<file path="src/hw/rtl/mvc_pkg.sv">
`timescale 1ns / 1ps
// Shared types, register codes and constants for the moisture valve controller.
package mvc_pkg;

	// Raw readings above this count as bone dry.
	localparam int unsigned CLAMP_MAX    = 550;
	// pct = (550 - r) * 100 / 550 = (550 - r) * 2 / 11, done as (d * 11916) >> 16.
	localparam int unsigned PCT_RECIP    = 11916;
	localparam int unsigned PCT_SHIFT    = 16;
	localparam int unsigned PROD_W       = 24;

	localparam int unsigned CHANNELS_DEF = 3;
	localparam int unsigned MAX_CHANNELS = 8;

	localparam logic [6:0]  LOW_RESET    = 7'd45;
	localparam logic [6:0]  HIGH_RESET   = 7'd55;
	localparam logic [31:0] REST_RESET   = 32'd122000;
	localparam logic [31:0] LIMIT_RESET  = 32'd2000;

	typedef enum logic [2:0] {
		REG_LOW_0      = 3'd0,
		REG_LOW_1      = 3'd1,
		REG_LOW_2      = 3'd2,
		REG_HIGH_0     = 3'd3,
		REG_HIGH_1     = 3'd4,
		REG_HIGH_2     = 3'd5,
		REG_REST       = 3'd6,
		REG_OPEN_LIMIT = 3'd7
	} cfg_reg_t;

	typedef struct packed {
		logic [1:0]  channel;
		logic [9:0]  raw_reading;
		logic [31:0] now_ms;
	} mvc_in_t;

	typedef struct packed {
		logic [6:0] moisture_percent;
		logic       valve_drive;
		logic [2:0] valves_open;
	} mvc_out_t;

endpackage

</file>
<file path="src/hw/rtl/moisture_valve_controller.sv">
`timescale 1ns / 1ps
// Top level of the moisture valve controller: percent mapping and valve state.
//
// One input transfer carries a channel, a raw 10-bit soil reading and a
// millisecond time stamp; it yields exactly one result transfer with the
// mapped moisture (0 driest .. 100 wettest), the new drive level of that
// channel's valve and the open flags of valves 0 to 2. The block takes one
// item per clock while in_stall is low: the percent mapping (a single
// constant multiply) sits in front of the input register, and the valve
// decision with its 32-bit elapsed-time compare sits between the input
// register and the result register, so the throughput is one item per
// cycle. Valve state and the last opening time update as an item moves into
// the result register, so the next item already sees them. A new item is
// taken while a finished result still waits; in_stall rises only when both
// registers are full and out_stall is high. Configuration writes are to be
// made while the block is idle. Channels at or above CHANNELS leave the
// state alone and drive 0; a channel above 2 uses the fixed thresholds 45/55.
module moisture_valve_controller #(
	parameter int unsigned CHANNELS = mvc_pkg::CHANNELS_DEF
) (
	input  logic            clk,
	input  logic            arst_n,
	input  logic            in_valid,
	output logic            in_stall,
	input  mvc_pkg::mvc_in_t  in_item,
	output logic            out_valid,
	input  logic            out_stall,
	output mvc_pkg::mvc_out_t out_item,
	input  logic            cfg_write,
	input  logic [2:0]      cfg_index,
	input  logic [31:0]     cfg_data
);
	import mvc_pkg::*;

	// configuration registers
	logic [6:0]  low_q  [3];
	logic [6:0]  high_q [3];
	logic [31:0] rest_q;
	logic [31:0] limit_q;

	// valve state
	logic [CHANNELS-1:0] valve_open_q;
	logic [31:0]         last_open_q;

	// stage 1: accepted item with percent already mapped
	logic        valid_s1;
	logic [1:0]  channel_s1;
	logic [6:0]  pct_s1;
	logic [31:0] now_s1;

	// stage 2: result register
	logic     valid_s2;
	mvc_out_t result_s2;

	logic              in_xfer;
	logic              advance;
	logic [9:0]        raw_clamped;
	logic [9:0]        dry_span;
	logic [PROD_W-1:0] pct_prod;
	logic [6:0]        pct_in;

	logic [6:0]  low_sel;
	logic [6:0]  high_sel;
	logic        chan_ok;
	logic [7:0]  open_ext;
	logic [7:0]  chan_bit;
	logic [7:0]  open_next;
	logic [31:0] elapsed;
	logic        do_open;
	logic        do_close;

	// ---- input side: clamp and map to percent ----
	always_comb begin
		raw_clamped = (in_item.raw_reading > 10'(CLAMP_MAX)) ? 10'(CLAMP_MAX)
		                                                    : in_item.raw_reading;
		dry_span    = 10'(CLAMP_MAX) - raw_clamped;
		pct_prod    = PROD_W'(dry_span) * PROD_W'(PCT_RECIP);
		pct_in      = pct_prod[PCT_SHIFT +: 7];
	end

	// s1 moves on when the result register is empty or being drained
	assign advance  = valid_s1 && (!valid_s2 || !out_stall);
	assign in_stall = valid_s1 && !advance;
	assign in_xfer  = in_valid && !in_stall;

	always_ff @(posedge clk or negedge arst_n) begin
		if (!arst_n) begin
			valid_s1 <= 1'b0;
		end else if (in_xfer) begin
			valid_s1 <= 1'b1;
		end else if (advance) begin
			valid_s1 <= 1'b0;
		end
	end

	always_ff @(posedge clk) begin
		if (in_xfer) begin
			channel_s1 <= in_item.channel;
			pct_s1     <= pct_in;
			now_s1     <= in_item.now_ms;
		end
	end

	// ---- valve decision ----
	always_comb begin
		case (channel_s1)
			2'd0:    begin low_sel = low_q[0];  high_sel = high_q[0]; end
			2'd1:    begin low_sel = low_q[1];  high_sel = high_q[1]; end
			2'd2:    begin low_sel = low_q[2];  high_sel = high_q[2]; end
			default: begin low_sel = LOW_RESET; high_sel = HIGH_RESET; end
		endcase
	end

	always_comb begin
		open_ext                 = '0;
		open_ext[CHANNELS-1:0]   = valve_open_q;
		chan_ok                  = 4'(channel_s1) < 4'(CHANNELS);
		chan_bit                 = 8'd1 << channel_s1;
		elapsed                  = now_s1 - last_open_q;  // wraps mod 2^32

		do_open  = (pct_s1 < low_sel) && (open_ext == '0) && (elapsed > rest_q);
		do_close = ((pct_s1 > high_sel) && ((open_ext & chan_bit) != '0))
		           || (elapsed > limit_q);

		open_next = open_ext;
		if (chan_ok) begin
			if (do_open) begin
				open_next = open_ext | chan_bit;
			end else if (do_close) begin
				open_next = open_ext & ~chan_bit;
			end
		end
	end

	always_ff @(posedge clk or negedge arst_n) begin
		if (!arst_n) begin
			valve_open_q <= '0;
			last_open_q  <= '0;
		end else if (advance) begin
			valve_open_q <= open_next[CHANNELS-1:0];
			if (chan_ok && do_open) begin
				last_open_q <= now_s1;
			end
		end
	end

	// ---- result register ----
	always_ff @(posedge clk or negedge arst_n) begin
		if (!arst_n) begin
			valid_s2 <= 1'b0;
		end else if (advance) begin
			valid_s2 <= 1'b1;
		end else if (!out_stall) begin
			valid_s2 <= 1'b0;
		end
	end

	always_ff @(posedge clk) begin
		if (advance) begin
			result_s2.moisture_percent <= pct_s1;
			result_s2.valve_drive      <= chan_ok && ((open_next & chan_bit) != '0);
			result_s2.valves_open      <= open_next[2:0];
		end
	end

	assign out_valid = valid_s2;
	assign out_item  = result_s2;

	// ---- configuration writes ----
	always_ff @(posedge clk or negedge arst_n) begin
		if (!arst_n) begin
			low_q   <= '{LOW_RESET, LOW_RESET, LOW_RESET};
			high_q  <= '{HIGH_RESET, HIGH_RESET, HIGH_RESET};
			rest_q  <= REST_RESET;
			limit_q <= LIMIT_RESET;
		end else if (cfg_write) begin
			unique case (cfg_reg_t'(cfg_index))
				REG_LOW_0:      low_q[0]  <= cfg_data[6:0];
				REG_LOW_1:      low_q[1]  <= cfg_data[6:0];
				REG_LOW_2:      low_q[2]  <= cfg_data[6:0];
				REG_HIGH_0:     high_q[0] <= cfg_data[6:0];
				REG_HIGH_1:     high_q[1] <= cfg_data[6:0];
				REG_HIGH_2:     high_q[2] <= cfg_data[6:0];
				REG_REST:       rest_q    <= cfg_data;
				REG_OPEN_LIMIT: limit_q   <= cfg_data;
				default:        ;
			endcase
		end
	end

endmodule
</file>
<file path="config.mk">
export PLATFORM = sky130hd
export DESIGN_NAME = moisture_valve_controller
export DESIGN_NICKNAME = d
export VERILOG_FILES = /design/src/hw/rtl/mvc_pkg.sv /design/src/hw/rtl/moisture_valve_controller.sv
export SDC_FILE = /design/constraint.sdc
export NUM_CORES = 1
export LEC_CHECK = 0
export ABC_CLOCK_PERIOD_IN_PS = 14900
export BUFFER_PORTS_ARGS = -buffer_cell sky130_fd_sc_hd__buf_2
export CORE_ASPECT_RATIO = 1.75
export CORE_MARGIN = 2
export CORE_UTILIZATION = 45
export CTS_CLUSTER_SIZE = 20
export DETAILED_ROUTE_END_ITERATION = 7
export PLACE_DENSITY = 0.68
export SYNTH_ARGS = -nofsm -noshare
export SYNTH_HDL_FRONTEND = slang
export SYNTH_SLANG_ARGS = --single-unit
</file>
<file path="constraint.sdc">
create_clock -name clk -period 14.9 [get_ports clk]
set_clock_uncertainty 0.15 [all_clocks]
set_input_delay 2.98 -clock clk [delete_from_list [all_inputs] [get_ports clk]]
set_output_delay 2.98 -clock clk [all_outputs]
set_load 0.01 [all_outputs]
</file>
* Word-level counts from Yosys, hierarchy flattened
Cells that the tools add are included.
** Word-level totals
- Register bits :: 195
- Bits in latches :: 0
- Memory bits (writable) :: 0
- Memory bits (read-only) :: 0
- Input bits :: 84
- Output and inout bits :: 13
- Memories :: 0
** Cells by class
- Add/sub/neg operators :: 2
- $mul :: 1
- Div/mod/pow operators :: 0
- Magnitude comparators :: 6
- Equal/unequal tests :: 10
- Shift-type cells :: 1
- Muxes and demuxes :: 10
- Bitwise logic cells :: 5
- Reduce and logical (&&, ||, !) cells :: 29
** Operator list (count)
- > comparator 32 bit :: 2
- case mux 7 bit (3 select lines) :: 2
- subtractor 32 bit :: 1
- 2-to-1 mux 8 bit :: 3
- multiplier 10 x 12 -> 21 bit (second input constant) :: 1
- AND reduction 2 bit :: 9
- AND 3 x 8 -> 8 bit :: 2
- nonzero test 8 bit :: 2
- == test 3 bit (second input constant) :: 4
- > comparator 10 bit (second input constant) :: 1
- 2-to-1 mux 10 bit :: 1
- subtractor 10 bit (first input constant) :: 1
- AND 8 bit :: 1
- logical AND 1 bit :: 8
- NOT 8 bit :: 1
- OR 3 x 8 -> 8 bit :: 1
- left shift 1 x 2 -> 8 bit (first input constant) :: 1
- > comparator 7 bit :: 1
- less-than comparator 7 bit :: 1
- == test 3 x 2 -> 1 bit (second input constant) :: 2
- logical NOT 3 bit :: 2
- logical NOT 1 bit :: 4
- 2-to-1 mux 1 bit :: 4
- == test 3 x 1 -> 1 bit (second input constant) :: 1
- other kinds (7) :: 8

* Depth between registers and ports, before layout
- Depth after elaboration :: 11
- Gate-level depth with buffers :: 30
- Gate-level depth less buffers :: 30

* Worst setup path before layout
OpenSTA, ideal clock, no wires.
- Path type :: input to register
- Start :: in in_item[32] in the netlist's numbering
- End :: reg pct_s1[6], data pin
- Setup time :: 0.260 ns
- Arrival :: 8.820 ns
- Data required time :: 14.490 ns
- Path slack :: 5.670 ns
- Stages :: 28
- Path buffers :: 0
- Cells stage by stage :: a311o_1 > nand2_1 > a21oi_1 > or2_2 > ha_1 > nand2_1 > o21ai_0 > nand2_1 > nand3_1 > xor2_1 > o21ai_0 > inv_1 > ha_1 > inv_1 > fa_1 > inv_1 > fa_1 > inv_1 > fa_1 > inv_1 > ha_1 > nand4b_1 > o221ai_1 > a221oi_1 > o21ai_0 > or4_1 > a31oi_1 > xnor2_1
** On the way
- Cells in the longest elaborated chain, start to end :: 4
** RTL lines
- from (decl) :: RTL line moisture_valve_controller.sv:25 : input mvc_pkg::mvc_in_t in_item,
- > comparator 10 bit :: RTL line moisture_valve_controller.sv:74 : raw_clamped = (in_item.raw_reading > 10'(CLAMP_MAX)) ? 10'(CLAMP_MAX)
- 2-to-1 mux 10 bit (*) :: RTL line moisture_valve_controller.sv:74
- subtractor 10 bit (*) :: RTL line moisture_valve_controller.sv:76 : dry_span = 10'(CLAMP_MAX) - raw_clamped;
- multiplier 10 x 12 -> 21 bit (*) :: RTL line moisture_valve_controller.sv:77 : pct_prod = PROD_W'(dry_span) * PROD_W'(PCT_RECIP);
- net pct_prod[22] :: RTL line moisture_valve_controller.sv:59 : logic [PROD_W-1:0] pct_prod;
- to (signal assigned) :: RTL line moisture_valve_controller.sv:99 : pct_s1 <= pct_in;
- to (decl) :: RTL line moisture_valve_controller.sv:48 : logic [6:0] pct_s1;
The timed path passes the listed nets; every way through them passes the cells marked *.
A chain may end at the register's enable or synchronous reset.

* Worst setup path in the final report
Same ends and word-level chain as after synthesis.

==> flow_summary_export.csv <==
group,metric,value,unit
status,run_status,"finished, final reports clean",
route,met3_wirelength,1.059,mm
critical_path,worst_setup_path_end_kind,"flip-flop",
route,drt.antenna.violating_nets,0,
finish,register_area,5191,sq um
placed_design,numPortBuffers,96,
grt,grt_pass1_wl,47.42,mm
placed_design,placed_cells,1625,
finish,nFillCells,2592,
route,drt_first_iter_violations,356,
critical_path,crit_top_cell,"sky130_fd_sc_hd__inv_1",
grt,grt_pass1_vias,9617,
power_and_ir_drop,p_leak,6.916,nW
finish,layout-drive-gt1-share,0.2611,
critical_path,crit_fanout,5,
floorplanning,core_region_area,28730,sq um
grt,pin_count_of_the_biggest_net_entering_global_routing,82,
placed_design,place.gp.congestion,0.8968,
synth,synth_fp_nets,1451,
clock_network,cts_resized,0,
finish,instances_no_fill,1657,
floorplanning,design.portCount,97,
route,vias_per_cell,5.400,
clock_network,cts_made_buffers,17,
clock_network,clock_path_buffers,2,
route,detailed_route_wire_length,29.06,mm
route,wl_met2,16.26,mm
clock_network,h_tree_levels,4,
hold_path,min_path_type,"reg2reg",
timing,final_setup_violating_endpoints,0,
clock_network,ctsHoldBuffers,0,
synth,syn-instance-count,1163,
clock_network,clock_tree_from_tritoncts,"done",
finish,layout-area-overhead-vs-synth,11.50,%
synth,synth-edff-count,52,
route,drt-pass1-iter-count,4,
synth,synthArstFlopShare,0.7333,
synth,synth_area_leaders,"sky130_fd_sc_hd__dfrtp_1 19%, sky130_fd_sc_hd__ha_1 17%, sky130_fd_sc_hd__edfxtp_1 12%, sky130_fd_sc_hd__mux2_2 10%, sky130_fd_sc_hd__dfstp_2 8.2%",
synth,ys_ff_latch,195,
route,post-route-drc-count,0,
floorplanning,die-width,133.3,um
power_and_ir_drop,total_power,2.726,mW
synth,yosysWarnings,0,
timing,final.setup.tns,0,ps
critical_path,worst-path-buf-inv,6,
critical_path,crit_arrival,9640,ps
synth,yosysSeqAreaShare,0.3942,
floorplanning,floorplan.die.height,230.3,um
route,vias,8948,
timing,final_period_minus_worst_setup_slack,9580,ps
floorplanning,initial_core_util,0.4584,
grt,grt_antenna_before_repair,2,
route,wl_per_cell,17.54,um
route,topRoutingLayerUsed,"met5",
grt,global_routing_usage_summed_across_all_routing_layers,0.1986,
power_and_ir_drop,ir_drop,0.08801,mV
critical_path,worst-setup-path-type,"in2reg",
finish,multi_input_comb_area,7207,sq um
floorplanning,std_cell_rows,82,
clock_network,post_cts.repair.setup_buffers,0,
finish,antenna_cells,0,
clock_network,insertion_delay,460,ps
critical_path,critical_path.top_delay_family,"adder cells",
critical_path,cp_data_required_time,14960,ps
critical_path,setup.worst_path.start_class,"input pin",
synth,synthDistinctLibCells,63,
timing,max_slew_margin,0.2012,
route,detailed_routing_wirelength_on_met1,10.55,mm
synth,netlist.area_leader.share,0.1938,
synth,syn_area_per_cell,11.32,sq um
synth,synth_ff_type,"sky130_fd_sc_hd__dfrtp_1",
power_and_ir_drop,cellPowerDensity,185.6,nW/um^2
placed_design,dp.final_hpwl,22.62,mm
timing,clock.fmax,104.4,MHz
timing,final.period_utilization,0.6430,
critical_path,timing.critical_path.slowest_cell_delay,540,ps
clock_network,clk_transition_reported_paths,80,ps
grt,grt_overflow,0,
finish,net_count_final,1554,
clock_network,cts_num_sinks,195,
critical_path,cp_slowest_cell,"sky130_fd_sc_hd__fa_1",
floorplanning,die_area,30700,sq um
timing,final_max_slew_violation_count,0,
synth,syn-cell-area,13170,sq um
synth,synth_area_leader_cell,"sky130_fd_sc_hd__dfrtp_1",
flow_run,cap_viol_max_count,0,
timing,worst_slew_pin_slew,1194,ps
timing,unrepaired_setup_endpoints_after_global_routing,"false",
clock_network,clock-root-buffer,"sky130_fd_sc_hd__clkbuf_16",
timing,final-hold-violation-count,0,
## final timing paths
kind | slack [ps] | to | from | cells after the start
setup / recovery | 5320 | pct_s1[6] | in_item[32] | 29
hold / removal | 300 | out_item[4] | pct_s1[0] | 0
setup reg to reg | 7610 | last_open_q[2] | now_s1[12] | 17
hold reg to reg | 300 | out_item[4] | pct_s1[0] | 0
max in group asynchronous | 10770 | low_q[6] | arst_n | 2
min in group asynchronous | 2410 | high_q[17] | arst_n | 1
## synthesized netlist by cell type, types with 4 or more instances
library cell               instances
sky130_fd_sc_hd__inv_1           180
sky130_fd_sc_hd__ha_1            176
sky130_fd_sc_hd__mux2_2          117
sky130_fd_sc_hd__dfrtp_1         102
sky130_fd_sc_hd__a21oi_1          55
sky130_fd_sc_hd__edfxtp_1         52
sky130_fd_sc_hd__dfstp_2          41
sky130_fd_sc_hd__o21ai_0          38
sky130_fd_sc_hd__nor2_1           37
sky130_fd_sc_hd__xnor2_1          32
sky130_fd_sc_hd__mux2_4           30
sky130_fd_sc_hd__fa_1             28
sky130_fd_sc_hd__a21o_1           26
sky130_fd_sc_hd__nand2_1          22
sky130_fd_sc_hd__nand4_1          20
sky130_fd_sc_hd__clkbuf_1         16
sky130_fd_sc_hd__nor3_1           16
sky130_fd_sc_hd__o21a_1           16
sky130_fd_sc_hd__nand2b_1         14
sky130_fd_sc_hd__nand3_1          14
sky130_fd_sc_hd__o22ai_1          10
sky130_fd_sc_hd__xor2_1           10
sky130_fd_sc_hd__o211ai_1          8
sky130_fd_sc_hd__mux2i_1           7
sky130_fd_sc_hd__a211o_1           6
sky130_fd_sc_hd__a211oi_1          6
sky130_fd_sc_hd__nand4b_1          6
sky130_fd_sc_hd__nor2b_1           6
sky130_fd_sc_hd__o221ai_1          6
sky130_fd_sc_hd__o21bai_1          5
sky130_fd_sc_hd__nor4_1            4
sky130_fd_sc_hd__or2_2             4
## placed cells by master, fill, tap and decap left out, drive strengths merged, types with 14 or more instances in the layout
cell    netlist  routed
nand4        20      20
ha          176     176
o21a         16      16
edfxtp       52      52
nor3         16      16
xnor2        32      32
mux2        147     147
nand3        14      14
fa           28      28
nor2         37      37
inv         180     185
clkbuf       16      19
nand2        22      22
dfrtp       102     102
nand2b       14      14
o21ai        40      40
buf           4     104
a21oi        55      55
a21o         26      26
dfstp        41      41
## power by group
part           total [mW]  internal, mW  switching (mW)
logic                1.48         0.680           0.798
registers           0.791         0.716          0.0753
clock network       0.456         0.228           0.229
total                2.73          1.62            1.10
## stage by stage
| step | hold WS (ps) | area, sq um | utilization | worst slack [ps] |
|---|---|---|---|---|
| 2_1_floorplan | 276.4 | 13170 | - | 5670 |
| 5_1_grt | 329.2 | 14690 | 0.5112 | 4937 |
| 3_5_place_dp | 297.3 | 14090 | 0.4906 | 4813 |
| 3_3_place_gp | 286.5 | 14090 | 0.4906 | 4968 |
| 6_report | 302.8 | 14690 | 0.5112 | 5320 |
| 4_1_cts | 298.6 | 14690 | 0.5112 | 5302 |
## layout make-up
type,count,share of cell area
repair buffers,104,0.03723
well taps,378,0.03221
clock inverters,13,0.01014
multi-input cells,768,0.4908
inverters,180,0.04601
flip-flops and latches,195,0.3535
clock buffers,19,0.03016
## logic make-up after synthesis
logic type	Yosys count	share of synthesized area
mux	154	0.1396
simple gates	154	0.06080
compound gates	214	0.1091
buf+inv	200	0.05871
xor+xnor	42	0.02793
fa+ha+maj	204	0.2098
flops	195	0.3942
## worst register-to-register path, delay by kind of cell (launching register included)
family / cells / cell delay, ps
buf+inv: 1 / 510
simple gates: 3 / 890
fa+ha+maj: 2 / 590
compound gates: 9 / 3830
flops: 1 / 410
mux: 1 / 400
xor+xnor: 1 / 380
## per-layer routing
layer	GRT usage	up-vias
li1	-	4350
met2	0.3864	143
met3	0.04365	66
met1	0.1960	4385
met5	0	-
met4	0.09142	4
## sequential cells by signal (all words and copies together), names as in the netlist
name / flops
last_open_q: 32
limit_q: 32
now_s1: 32
rest_q: 32
high_q: 21
low_q: 21
out_item: 11
pct_s1: 7
valve_open_q: 3
channel_s1: 2
out_valid: 1
valid_s1: 1
Note: power is estimated with default switching activity, not from simulation.
